<file path="src/design/rfdt_pkg.sv">
// ----------------------------------------------------------------------------
// rfdt_pkg
// Shared types, constants and helpers of the recent frame dedup table.
// ----------------------------------------------------------------------------
package rfdt_pkg;

    localparam int DEF_TABLE_ENTRIES = 8;

    localparam logic       CMD_CHECK    = 1'b0;
    localparam logic       CMD_REMEMBER = 1'b1;
    localparam logic [3:0] MAX_LEN      = 4'd8;
    localparam logic [31:0] STAMP_MAX   = 32'hFFFF_FFFF;

    typedef struct packed {
        logic [31:0] id;
        logic [31:0] uuid;
        logic [3:0]  len;
        logic [63:0] payload;
        logic [31:0] stamp;
    } t_entry;

    typedef struct packed {
        logic        cmd;
        logic [31:0] now_ms;
        logic [31:0] max_age_ms;
        logic [31:0] id;
        logic [31:0] uuid;
        logic [3:0]  len;
        logic [63:0] data;
    } t_req;

    typedef struct packed {
        logic match;
        logic age_ok;
    } t_match;

    typedef struct packed {
        logic   en;
        t_entry entry;
    } t_tbl_wr;

    typedef enum logic [1:0] {
        S_IDLE,
        S_SCAN,
        S_DRAIN,
        S_FINISH
    } t_state;

    function automatic logic [3:0] sat_len(input logic [3:0] size);
        sat_len = (size > MAX_LEN) ? MAX_LEN : size;
    endfunction

    function automatic logic [63:0] byte_mask(input logic [3:0] len);
        logic [63:0] m;
        m = '0;
        for (int b = 0; b < 8; b++) begin
            m[b*8 +: 8] = (len > 4'(b)) ? 8'hFF : 8'h00;
        end
        byte_mask = m;
    endfunction

endpackage

</file>
<file path="src/design/rfdt_req_if.sv">
// ----------------------------------------------------------------------------
// rfdt_req_if
// Command channel: one beat carries one check or remember command.
// ----------------------------------------------------------------------------
interface rfdt_req_if;
    logic        valid;
    logic        ready;
    logic        command;
    logic [31:0] now_ms;
    logic [31:0] max_age_ms;
    logic [31:0] frame_id;
    logic [31:0] frame_uuid;
    logic [3:0]  frame_size;
    logic [63:0] frame_data;

    modport source (
        output valid, command, now_ms, max_age_ms, frame_id, frame_uuid,
               frame_size, frame_data,
        input  ready
    );
    modport sink (
        input  valid, command, now_ms, max_age_ms, frame_id, frame_uuid,
               frame_size, frame_data,
        output ready
    );
endinterface

</file>
<file path="src/design/rfdt_rsp_if.sv">
// ----------------------------------------------------------------------------
// rfdt_rsp_if
// Result channel: one beat per command.
// ----------------------------------------------------------------------------
interface rfdt_rsp_if;
    logic       valid;
    logic       ready;
    logic       seen_recent;
    logic       was_refreshed;
    logic [5:0] slot_used;

    modport source (
        output valid, seen_recent, was_refreshed, slot_used,
        input  ready
    );
    modport sink (
        input  valid, seen_recent, was_refreshed, slot_used,
        output ready
    );
endinterface

</file>
<file path="src/design/rfdt_table.sv">
// ----------------------------------------------------------------------------
// rfdt_table
// Entry memory with registered read and per-entry valid flops.
// ----------------------------------------------------------------------------
module rfdt_table
    import rfdt_pkg::*;
#(
    parameter int TABLE_ENTRIES = DEF_TABLE_ENTRIES,
    parameter int IW            = 3
) (
    input  logic          i_clk,
    input  logic          i_rst_n,
    input  logic          i_rd_en,
    input  logic [IW-1:0] i_rd_addr,
    input  t_tbl_wr       i_wr,
    input  logic [IW-1:0] i_wr_addr,
    output t_entry        o_rd_entry,
    output logic          o_rd_valid
);

    t_entry                   mem [TABLE_ENTRIES];
    logic [TABLE_ENTRIES-1:0] r_valid;
    t_entry                   r_rd_entry;
    logic                     r_rd_valid;

    always_ff @(posedge i_clk) begin
        if (i_wr.en) begin
            mem[i_wr_addr] <= i_wr.entry;
        end
        if (i_rd_en) begin
            r_rd_entry <= mem[i_rd_addr];
        end
    end

    always_ff @(posedge i_clk) begin
        if (!i_rst_n) begin
            r_valid    <= '0;
            r_rd_valid <= 1'b0;
        end else begin
            if (i_wr.en) begin
                r_valid[i_wr_addr] <= 1'b1;
            end
            if (i_rd_en) begin
                r_rd_valid <= r_valid[i_rd_addr];
            end
        end
    end

    assign o_rd_entry = r_rd_entry;
    assign o_rd_valid = r_rd_valid;

endmodule

</file>
<file path="src/design/rfdt_match.sv">
// ----------------------------------------------------------------------------
// rfdt_match
// Compare one read-back entry against the held command: key match and age.
// ----------------------------------------------------------------------------
module rfdt_match
    import rfdt_pkg::*;
(
    input  t_entry i_entry,
    input  logic   i_valid,
    input  t_req   i_req,
    output t_match o_res
);

    logic [31:0] age;

    assign age = i_req.now_ms - i_entry.stamp;

    always_comb begin
        o_res.match  = i_valid
                    && (i_entry.id == i_req.id)
                    && (i_entry.uuid == i_req.uuid)
                    && (i_entry.len == i_req.len)
                    && (i_entry.payload == i_req.data);
        o_res.age_ok = (age <= i_req.max_age_ms);
    end

endmodule

</file>
<file path="src/design/recent_frame_dedup_table_unit.sv">
// ----------------------------------------------------------------------------
// recent_frame_dedup_table_unit
// Recent CAN frame table: check for recent duplicates, remember frames.
//
//   channel  dir  beat                                   handshake
//   i_req    in   command, time, window, frame           valid/ready
//   o_rsp    out  seen_recent, was_refreshed, slot_used  valid/ready
//
// For each command the sequencer walks the entry memory through its single
// read port, one entry a cycle, then a drain state for the last compare and
// a write-back state.
// Reset clears the valid flops at once; no clearing pass.
// The result sits in an output register; a stalled result holds the write
// back step until the register frees, while i_req.ready stays low meanwhile.
// ----------------------------------------------------------------------------
module recent_frame_dedup_table_unit
    import rfdt_pkg::*;
#(
    parameter int TABLE_ENTRIES = DEF_TABLE_ENTRIES
) (
    input  logic  i_clk,
    input  logic  i_rst_n,
    rfdt_req_if.sink   i_req,
    rfdt_rsp_if.source o_rsp
);

    localparam int IW = (TABLE_ENTRIES > 1) ? $clog2(TABLE_ENTRIES) : 1;
    localparam logic [IW-1:0] LAST_IDX = IW'(TABLE_ENTRIES - 1);

    t_state        r_state, n_state;
    logic [IW-1:0] r_idx, n_idx;
    logic [IW-1:0] r_cmp_idx;
    logic          r_cmp_vld;
    t_req          r_req;

    logic          r_hit, r_free;
    logic [IW-1:0] r_hit_idx, r_free_idx, r_least_idx;
    logic [31:0]   r_least;

    logic          r_o_valid, r_o_seen, r_o_ref;
    logic [5:0]    r_o_slot;

    logic          in_ready, rd_en, out_load, out_free, accept;
    logic          hit_now;
    logic [IW-1:0] rem_slot;
    t_tbl_wr       tbl_wr;
    t_entry        rd_entry;
    logic          rd_valid;
    t_match        mres;

    rfdt_table #(
        .TABLE_ENTRIES(TABLE_ENTRIES),
        .IW           (IW)
    ) u_table (
        .i_clk     (i_clk),
        .i_rst_n   (i_rst_n),
        .i_rd_en   (rd_en),
        .i_rd_addr (r_idx),
        .i_wr      (tbl_wr),
        .i_wr_addr (rem_slot),
        .o_rd_entry(rd_entry),
        .o_rd_valid(rd_valid)
    );

    rfdt_match u_match (
        .i_entry(rd_entry),
        .i_valid(rd_valid),
        .i_req  (r_req),
        .o_res  (mres)
    );

    assign out_free = !r_o_valid || o_rsp.ready;
    assign accept   = i_req.valid && in_ready;
    assign hit_now  = (r_req.cmd == CMD_CHECK) ? (mres.match && mres.age_ok) : mres.match;
    assign rem_slot = r_hit ? r_hit_idx : (r_free ? r_free_idx : r_least_idx);

    always_comb begin
        n_state = r_state;
        n_idx   = r_idx;
        unique case (r_state)
            S_IDLE: begin
                if (i_req.valid) begin
                    n_state = S_SCAN;
                    n_idx   = '0;
                end
            end
            S_SCAN: begin
                if (r_idx == LAST_IDX) begin
                    n_state = S_DRAIN;
                end else begin
                    n_idx = r_idx + 1'b1;
                end
            end
            S_DRAIN: begin
                n_state = S_FINISH;
            end
            S_FINISH: begin
                if (out_free) begin
                    n_state = S_IDLE;
                end
            end
            default: n_state = S_IDLE;
        endcase
    end

    always_comb begin
        in_ready = 1'b0;
        rd_en    = 1'b0;
        out_load = 1'b0;
        unique case (r_state)
            S_IDLE:   in_ready = 1'b1;
            S_SCAN:   rd_en    = 1'b1;
            S_DRAIN:  ;
            S_FINISH: out_load = out_free;
            default:  ;
        endcase
    end

    always_comb begin
        tbl_wr.en             = out_load && (r_req.cmd == CMD_REMEMBER);
        tbl_wr.entry.id       = r_req.id;
        tbl_wr.entry.uuid     = r_req.uuid;
        tbl_wr.entry.len      = r_req.len;
        tbl_wr.entry.payload  = r_req.data;
        tbl_wr.entry.stamp    = r_req.now_ms;
    end

    always_ff @(posedge i_clk) begin
        if (!i_rst_n) begin
            r_state   <= S_IDLE;
            r_cmp_vld <= 1'b0;
            r_o_valid <= 1'b0;
        end else begin
            r_state   <= n_state;
            r_cmp_vld <= rd_en;
            if (out_load) begin
                r_o_valid <= 1'b1;
            end else if (o_rsp.ready) begin
                r_o_valid <= 1'b0;
            end
        end
    end

    always_ff @(posedge i_clk) begin
        r_idx     <= n_idx;
        r_cmp_idx <= r_idx;
        if (accept) begin
            r_req.cmd        <= i_req.command;
            r_req.now_ms     <= i_req.now_ms;
            r_req.max_age_ms <= i_req.max_age_ms;
            r_req.id         <= i_req.frame_id;
            r_req.uuid       <= i_req.frame_uuid;
            r_req.len        <= sat_len(i_req.frame_size);
            r_req.data       <= i_req.frame_data & byte_mask(sat_len(i_req.frame_size));
            r_hit            <= 1'b0;
            r_free           <= 1'b0;
            r_least          <= STAMP_MAX;
            r_least_idx      <= '0;
        end else if (r_cmp_vld) begin
            if (hit_now && !r_hit) begin
                r_hit     <= 1'b1;
                r_hit_idx <= r_cmp_idx;
            end
            if (!rd_valid && !r_free) begin
                r_free     <= 1'b1;
                r_free_idx <= r_cmp_idx;
            end
            if (rd_valid && (rd_entry.stamp < r_least)) begin
                r_least     <= rd_entry.stamp;
                r_least_idx <= r_cmp_idx;
            end
        end
        if (out_load) begin
            r_o_seen <= (r_req.cmd == CMD_CHECK) && r_hit;
            r_o_ref  <= (r_req.cmd == CMD_REMEMBER) && r_hit;
            r_o_slot <= (r_req.cmd == CMD_REMEMBER) ? 6'(rem_slot) : 6'd0;
        end
    end

    assign i_req.ready         = in_ready;
    assign o_rsp.valid         = r_o_valid;
    assign o_rsp.seen_recent   = r_o_seen;
    assign o_rsp.was_refreshed = r_o_ref;
    assign o_rsp.slot_used     = r_o_slot;

    a_accept_scan: assert property (@(posedge i_clk) disable iff (!i_rst_n)
        accept |=> (r_state == S_SCAN))
        else $error("accepted beat did not start a scan");

    a_load_from_finish: assert property (@(posedge i_clk) disable iff (!i_rst_n)
        $rose(r_o_valid) |-> $past(r_state == S_FINISH))
        else $error("result raised outside write-back");

    a_no_rd_wr: assert property (@(posedge i_clk) disable iff (!i_rst_n)
        !(rd_en && tbl_wr.en))
        else $error("table read and write in one cycle");

    a_exclusive_flags: assert property (@(posedge i_clk) disable iff (!i_rst_n)
        r_o_valid |-> !(r_o_seen && r_o_ref))
        else $error("check and refresh flags both set");

endmodule
</file>
<file path="src/flat_wrapper.sv">
// flat-port wrapper written by rule: the top's interface ports become plain ports
module recent_frame_dedup_table_unit_flat import rfdt_pkg::*;
#(
    parameter int TABLE_ENTRIES = DEF_TABLE_ENTRIES
)
  (i_clk, i_rst_n, i_req_valid, i_req_command, i_req_now_ms, i_req_max_age_ms, i_req_frame_id, i_req_frame_uuid, i_req_frame_size, i_req_frame_data, i_req_ready, o_rsp_valid, o_rsp_seen_recent, o_rsp_was_refreshed, o_rsp_slot_used, o_rsp_ready);
  rfdt_req_if i_req_i ();
  rfdt_rsp_if o_rsp_i ();
  input  logic i_clk;
  input  logic i_rst_n;
  input wire logic [$bits(i_req_i.valid)-1:0] i_req_valid;
  input wire logic [$bits(i_req_i.command)-1:0] i_req_command;
  input wire logic [$bits(i_req_i.now_ms)-1:0] i_req_now_ms;
  input wire logic [$bits(i_req_i.max_age_ms)-1:0] i_req_max_age_ms;
  input wire logic [$bits(i_req_i.frame_id)-1:0] i_req_frame_id;
  input wire logic [$bits(i_req_i.frame_uuid)-1:0] i_req_frame_uuid;
  input wire logic [$bits(i_req_i.frame_size)-1:0] i_req_frame_size;
  input wire logic [$bits(i_req_i.frame_data)-1:0] i_req_frame_data;
  output wire logic [$bits(i_req_i.ready)-1:0] i_req_ready;
  output wire logic [$bits(o_rsp_i.valid)-1:0] o_rsp_valid;
  output wire logic [$bits(o_rsp_i.seen_recent)-1:0] o_rsp_seen_recent;
  output wire logic [$bits(o_rsp_i.was_refreshed)-1:0] o_rsp_was_refreshed;
  output wire logic [$bits(o_rsp_i.slot_used)-1:0] o_rsp_slot_used;
  input wire logic [$bits(o_rsp_i.ready)-1:0] o_rsp_ready;
  assign i_req_i.valid = i_req_valid;
  assign i_req_i.command = i_req_command;
  assign i_req_i.now_ms = i_req_now_ms;
  assign i_req_i.max_age_ms = i_req_max_age_ms;
  assign i_req_i.frame_id = i_req_frame_id;
  assign i_req_i.frame_uuid = i_req_frame_uuid;
  assign i_req_i.frame_size = i_req_frame_size;
  assign i_req_i.frame_data = i_req_frame_data;
  assign i_req_ready = i_req_i.ready;
  assign o_rsp_valid = o_rsp_i.valid;
  assign o_rsp_seen_recent = o_rsp_i.seen_recent;
  assign o_rsp_was_refreshed = o_rsp_i.was_refreshed;
  assign o_rsp_slot_used = o_rsp_i.slot_used;
  assign o_rsp_i.ready = o_rsp_ready;
  recent_frame_dedup_table_unit #(.TABLE_ENTRIES(TABLE_ENTRIES)) u_core (.i_clk(i_clk), .i_rst_n(i_rst_n), .i_req(i_req_i), .o_rsp(o_rsp_i));
endmodule
</file>
<file path="config.mk">
export PLATFORM = sky130hd
export DESIGN_NAME = recent_frame_dedup_table_unit_flat
export DESIGN_NICKNAME = d
export VERILOG_FILES = /design/src/design/rfdt_pkg.sv /design/src/design/rfdt_req_if.sv /design/src/design/rfdt_rsp_if.sv /design/src/design/rfdt_table.sv /design/src/design/rfdt_match.sv /design/src/design/recent_frame_dedup_table_unit.sv /design/src/flat_wrapper.sv
export SDC_FILE = /design/constraint.sdc
export NUM_CORES = 2
export LEC_CHECK = 0
export BUFFER_PORTS_ARGS = -buffer_cell sky130_fd_sc_hd__buf_2
export CAP_MARGIN = 20
export CELL_PAD_IN_SITES_DETAIL_PLACEMENT = 0
export CELL_PAD_IN_SITES_GLOBAL_PLACEMENT = 1
export CORE_MARGIN = 1
export CORE_UTILIZATION = 40
export CTS_BUF_LIST = sky130_fd_sc_hd__clkbuf_8
export DETAILED_ROUTE_END_ITERATION = 6
export PLACE_DENSITY = 0.57
export SYNTH_ARGS = -nofsm -noshare
export SYNTH_HDL_FRONTEND = slang
export SYNTH_SLANG_ARGS = --single-unit
</file>
<file path="constraint.sdc">
create_clock -name i_clk -period 22.2 [get_ports i_clk]
set_input_delay 5.55 -clock i_clk [delete_from_list [all_inputs] [get_ports i_clk]]
set_output_delay 5.55 -clock i_clk [all_outputs]
set_load 0.05 [all_outputs]
</file>
* After elaboration in Yosys (flattened, before gate mapping)
Memories as Yosys holds them, arrays and structs flattened. A register that Yosys moved wholly into a read port is not among the register bits. Cells that the tools add are included.
Cells by class: add/sub/neg operators 2, $lt $le $gt $ge 14, bitwise logic cells 4, equality and inequality tests 12, muxes and demuxes 30, reduce and logical (&&, ||, !) cells 28
Operators by type and width (count):
- $and 64x64->64 | 1
- $eq 32x32->1 | 2
- $eq 64x64->1 | 1
- $mux 8 | 8
- $le 32x32->1 | 1
- $lt 32x32->1 | 1
- $sub 32x32->32 | 1
- $gt 4x3->1 const B | 4
- $logic_and 1x1->1 | 13
- $mux 3 | 4
- $reduce_and 3->1 | 4
- $mux 1 | 10
- $gt 4x1->1 const B | 2
- $gt 4x2->1 const B | 2
- $lt 3x4->1 const B | 2
- $or 8x8->8 | 1
- $pmux 2 s4 | 1
- $mux 2 | 3
- $pmux 3 s2 | 1
- $reduce_and 2->1 | 3
- $eq 2x2->1 const B | 2
- $eq 4x4->1 | 1
- $gt 4x4->1 const B | 1
- $logic_not 1->1 | 4
- other kinds (13) | 17
Word-level totals: bits in registers 267, memory bits (writable) 1312, memories kept 1, output and inout port bits 10, word-level logic and storage cells 115, input bits 201
Memory list:
- u_core.u_table.mem | depth 8, width 164, rd ports 1, clocked after memory_dff 1, wr ports 1, line rfdt_table.sv:21 | t_entry mem [TABLE_ENTRIES];

* Longest topological paths before layout
word-level depth 9, gate-level depth with buffers 20, gate-level depth less buffers 20

* Hierarchy
Synthesis repeated with hierarchy kept, for this count alone.
Unflattened totals: cells, all modules 3302, area, all modules 68139.1 sq um
Modules (own cells, without submodules):
- rfdt_table | seq. area each 44502.7 sq um, times used 1, cells each 2098, area each 54529.8 sq um
- recent_frame_dedup_table_unit | seq. area each 7216.9 sq um, times used 1, cells each 618, area each 9545.4 sq um
- rfdt_match | seq. area each 0.0 sq um, times used 1, cells each 586, area each 4063.9 sq um

* Worst setup path after synthesis
No wires, ideal clock.
path kind input -> register, start input port o_rsp_ready, end memory u_core.u_table.mem[0][0] (netlist bit) (enable), path buffers 0, library setup time 691 ps, arrival time 13047 ps, slack 8461 ps, stages 4, required time 21509 ps, path through nor2b_1 -> nor2b_1 -> nand3_1 -> nor2_1
Between the ends: longest elaborated chain between the ends 5
RTL lines:
- start, declared | line flat_wrapper.sv:24 | input wire logic [$bits(o_rsp_i.ready)-1:0] o_rsp_ready;
- $logic_or 1x1->1 | line recent_frame_dedup_table_unit.sv:72 | assign out_free = !r_o_valid || o_rsp.ready;
- $mux 1 | line recent_frame_dedup_table_unit.sv:110 | unique case (r_state)
- net u_core.out_load | line recent_frame_dedup_table_unit.sv:43 | logic in_ready, rd_en, out_load, out_free, accept;
- $logic_and 1x1->1 | line recent_frame_dedup_table_unit.sv:120 | tbl_wr.en = out_load && (r_req.cmd == CMD_REMEMBER);
- $mux 1 | line rfdt_table.sv:27 | if (i_wr.en) begin
- $mux 1 (not written as such) | line rfdt_table.sv:28 | mem[i_wr_addr] <= i_wr.entry;
- end, declared | line rfdt_table.sv:21
The timed path passes the listed nets, and every way through them passes these cells.

* Worst setup path after layout
start input port o_rsp_ready, end memory u_core.u_table.mem[3][135] (netlist bit) (enable)
The elaborated chain is that of the path after synthesis.

==> impl.org <==
** Timing
- The routed design could run at a clock period as short as 9186 ps.
- Of the available clock period, the critical path in the final layout requires 0.4138.
- Setup violations remaining at the end of the flow were counted as 0.
- Based on the critical path, the design can be clocked at up to 108.9 MHz.
- Measured against its own limit, the worst slew margin works out to 0.1797.
- Setup TNS after final layout :: 0 ps
- The total count of hold-check failures in the final report came to 0.
- Final hold slack :: 463.5 ps
- For the pin with the worst max-slew slack, the measured transition is 1219 ps.
- Setup repair after global routing left no endpoint under its margin.
- Final max-slew violation count :: 0
- Fin Clk Skew :: 70.96 ps

** Pwr
- Total net switching power :: 2.955 mW
- IR analysis of the VDD net gives a maximum drop of 0.07780 mV.
- Clk pwr share :: 0.279
- Pwr Density :: 124.0 nW/um^2
- Switching share of power :: 0.3079
- Proportion of power drawn by combinational gates :: 0.254
- Leakage power figure :: 26.13 nW
- Cell internal pwr :: 6.644 mW
- Of the total power, registers draw 0.467.
- The design draws 9.599 mW.

** Logic synthesis
- Synth Cell Area :: 68120 sq um
- After synthesis, the share of flip-flops with an asynchronous set or reset is 0.
- Counting flops with a built-in enable in the synthesized netlist gives 1687.
- For this run, the register share of the synthesized area comes to 0.7592.
- Of the total synthesized cell area, the portion taken by XOR and XNOR cells is 0.01695.
- After synthesis, the mean cell area works out to 20.57 sq um.
- Cell type contributing the most total cell area after synthesis :: sky130_fd_sc_hd__edfxtp_1
- Post-synth cell types :: 76
- Yosys attributes the largest share of cell area to sky130_fd_sc_hd__edfxtp_1 (74%), sky130_fd_sc_hd__mux4_2 (11%), sky130_fd_sc_hd__mux2_2 (2.7%).
- Synthesized-area fraction occupied by ao, oa, aoi and oai cells :: 0.01912
- Mux share of post-synthesis cell area :: 0.1421
- The most used flip-flop cell after synthesis is sky130_fd_sc_hd__edfxtp_1.
- Dominant combinational cell family by area after synthesis :: multiplexers
- Of the post-synthesis cell area, the dominant cell type holds 0.7436.
- Simple-gate share of the synthesized area :: 0.02909
- Yosys printed 0 warnings.
- Counting every instance in the synthesized netlist gives 3312.
- Seq cells post-synth :: 1740
- Adder-Cell Fraction of Synth Area :: 0.01866

** CTS
- For this design, the sink count on the clock tree is 1740.
- Post-CTS timing repair inserted 0 buffers for setup.
- Clock-pin slew on the worst setup and hold paths :: 50 ps
- In this run the number of H-tree levels came out at 5.
- Insertion delay to the later sink of the worst-skew pair :: 1020 ps
- CTS tree :: done
- Number of hold buffers added after CTS :: 0
- Once the clock tree was built, the resizer swapped 0 gates to a different size.
- Num CTS Buffers :: 314
- Largest buffer count on any clock path :: 4
- Root Buffer :: sky130_fd_sc_hd__clkbuf_8

** Floorplanning
- The die covers 172000 sq um.
- Placement row count :: 151
- Die X-Extent :: 414.7 um
- The die is 414.7 um tall.
- Core box area :: 169300 sq um
- I/O pin count :: 211
- Initial Utilization :: 0.4024

** Place
- DPL Wire Length :: 91430 um
- Port-buffer cells :: 207
- The congestion estimate from routability-driven global placement came to 0.7735.

** Outcome
- Outcome :: completed

** Worst setup path
- Slowest cell on the critical path :: sky130_fd_sc_hd__nor2_4
- Maximum single-stage delay on the critical path :: 810 ps
- Worst endpoint data arrival time :: 9770 ps
- The worst setup path is of the input pin to flip-flop kind.
- The signal on the critical path passes through buf_2 > nor2b_1 > nor2b_1 > nand3b_1 > nor2_4 > buf_4 > buf_4 > buf_4.
- The cell that appears most often on the critical path is sky130_fd_sc_hd__buf_4.
- Critical path launch point type :: input pin
- CP Capture Type :: flip-flop
- The kind of cell with the highest combined delay along the critical path is buffers and inverters.
- Required @ worst endpoint :: 22780 ps
- The number of buffers and inverters on the critical path is 4.
- In this run the worst path has a maximum fanout of 42.

** Routing
- The detailed router finished its first iteration with 2289 violations.
- Using the TritonRoute via totals, the vias-per-cell ratio works out to 5.186.
- Residual DRC count :: 0
- Number of iterations in the first detailed-routing pass :: 5
- Antenna violation net count after detailed routing :: 0
- Detailed-route wire length per cell :: 25.74 um
- The routed layout has 32192 vias.
- Total wire length after detailed routing :: 159800 um

** Global routing
- Number of global-route vias before repair :: 34171
- The first global-routing pass estimated 233300 um of wire.
- Entering global routing, the biggest net connects 133 pins.
- The initial antenna violation count was 5.
- In the global route stage, overall resource usage came out at 0.1863.
- For this run the aggregate overflow at the end of global routing stands at 0.

** Min path
- The path class of the tightest hold or removal check is flip-flop to flip-flop.

** Final layout
- Layout net count :: 4070
- Area growth syn-to-layout :: 13.68%
- Ratio of cells with drive above 1 in the final layout :: 0.2865
- Utilization after layout :: 0.4574

** Run
- The tool flagged a number of max-cap violations equal to 0.
[synth_stat cells, types with 3 or more instances]
library cell and n:
sky130_fd_sc_hd__o21ai_0 11, sky130_fd_sc_hd__buf_2 32, sky130_fd_sc_hd__and3_1 4, sky130_fd_sc_hd__mux2i_1 40, sky130_fd_sc_hd__a211oi_1 6, sky130_fd_sc_hd__dfxtp_1 53, sky130_fd_sc_hd__mux2_2 164, sky130_fd_sc_hd__ha_1 100
sky130_fd_sc_hd__nor3_1 8, sky130_fd_sc_hd__a21oi_1 48, sky130_fd_sc_hd__mux4_2 330, sky130_fd_sc_hd__buf_4 4, sky130_fd_sc_hd__a2111oi_0 7, sky130_fd_sc_hd__nor2b_1 98, sky130_fd_sc_hd__o221ai_1 3, sky130_fd_sc_hd__nand4_1 27
sky130_fd_sc_hd__a21o_1 41, sky130_fd_sc_hd__xnor2_1 25, sky130_fd_sc_hd__nand3_1 10, sky130_fd_sc_hd__o21ai_1 10, sky130_fd_sc_hd__nor4_1 35, sky130_fd_sc_hd__buf_1 16, sky130_fd_sc_hd__nand2b_1 15, sky130_fd_sc_hd__clkbuf_1 61
sky130_fd_sc_hd__nand2_1 29, sky130_fd_sc_hd__o22ai_1 7, sky130_fd_sc_hd__o21a_1 10, sky130_fd_sc_hd__edfxtp_1 1687, sky130_fd_sc_hd__o21bai_1 6, sky130_fd_sc_hd__o211ai_1 3, sky130_fd_sc_hd__nor2_1 114, sky130_fd_sc_hd__o31ai_1 3
sky130_fd_sc_hd__inv_1 128, sky130_fd_sc_hd__xor2_1 105, sky130_fd_sc_hd__a31oi_1 5, sky130_fd_sc_hd__and2_1 13, sky130_fd_sc_hd__buf_6 3
[tightest hold or removal path: cells and delay by family, from the launching register on]
kind	cells	cell delay, ps
simple gates	1	50
mux	1	50
flops	1	310
[sequential cells by signal (all words and copies together) (netlist names), 2 cells and up]
register and count:
u_core.u_table.o_rd_entry 164, u_core.r_least_idx 3, u_core.r_idx 3, u_core.r_req 197
u_core.r_hit_idx 3, u_core.r_cmp_idx 3, u_core.r_free_idx 3, u_core.u_table.mem 1312
u_core.r_least 32, u_core.r_state 2, u_core.o_rsp.slot_used 3, u_core.u_table.r_valid 8
[cell usage in the layout (no fill, tap or decap), types with 30 or more instances in the layout]
cell / n
sky130_fd_sc_hd__mux2i_1: 40
sky130_fd_sc_hd__inv_1: 227
sky130_fd_sc_hd__mux2_2: 164
sky130_fd_sc_hd__edfxtp_1: 1687
sky130_fd_sc_hd__clkbuf_8: 322
sky130_fd_sc_hd__nor4_1: 30
sky130_fd_sc_hd__buf_4: 38
sky130_fd_sc_hd__dfxtp_1: 53
sky130_fd_sc_hd__nor2b_1: 98
sky130_fd_sc_hd__clkinv_1: 69
sky130_fd_sc_hd__nor2_1: 106
sky130_fd_sc_hd__xor2_1: 105
sky130_fd_sc_hd__mux4_2: 330
sky130_fd_sc_hd__a21o_1: 41
sky130_fd_sc_hd__a21oi_1: 48
sky130_fd_sc_hd__buf_2: 207
sky130_fd_sc_hd__ha_1: 99
[power by group through the flow]
| stage | combinational, mW | clock [mW] | sequential, mW |
|---|---|---|---|
| 5_1_grt | 2.66 | 2.92 | 4.53 |
| 3_5_place_dp | 2.49 | 0 | 4.56 |
| 6_report | 2.43 | 2.68 | 4.49 |
| 3_3_place_gp | 2.49 | 0 | 4.55 |
| 2_1_floorplan | 1.77 | 0 | 4.44 |
| 4_1_cts | 2.50 | 2.77 | 4.50 |
[layout make-up]
cell class,count,area [sq um]
tap,2218,2775
multi-input combinational,1326,15510
fill,14520,91840
sequential,1740,51720
antenna,6,15.01
clock inverter,209,985.9
clock buffer,322,4432
timing repair buffer,254,1501
inverter,132,503.0
[worst paths after layout]
path                    startpoint                    endpoint  slack, ps  cells after the start
max                    o_rsp_ready  u_core.u_table.mem[3][135]      13010                      8
min          u_core.r_least_idx[2]       u_core.r_least_idx[2]        460                      2
min reg2reg  u_core.r_least_idx[2]       u_core.r_least_idx[2]        460                      2
max reg2reg      u_core.r_req[174]         u_core.r_hit_idx[0]      17020                     18
[metrics by stage]
step                      std cells  area, sq um  setup WS, ps
final                          6207        77440         13010
after global routing           6207        77440         12840
after CTS                      6200        77400         12530
after detailed placement       5669        71990         11460
after global placement         5669        71990         11510
after floorplan                3314        68130          8461
[kinds of logic after synthesis]
group                    Yosys count
flip-flops                      1740
multiplexers                     534
AND/OR/NAND/NOR                  371
buffers and inverters            248
AO/OA/AOI/OAI                    186
XOR/XNOR                         131
adder cells (fa/ha/maj)          101
other                              1
[metal layers]
metal  share of wire  track usage  vias to the layer above
met5               0            0                        -
met4           0.034      0.07232                        0
met3           0.046      0.03766                      309
met2            0.48       0.3010                      792
met1            0.44       0.2485                    16781
li1                -            -                    14310
Note: power is estimated with default switching activity, not from simulation.
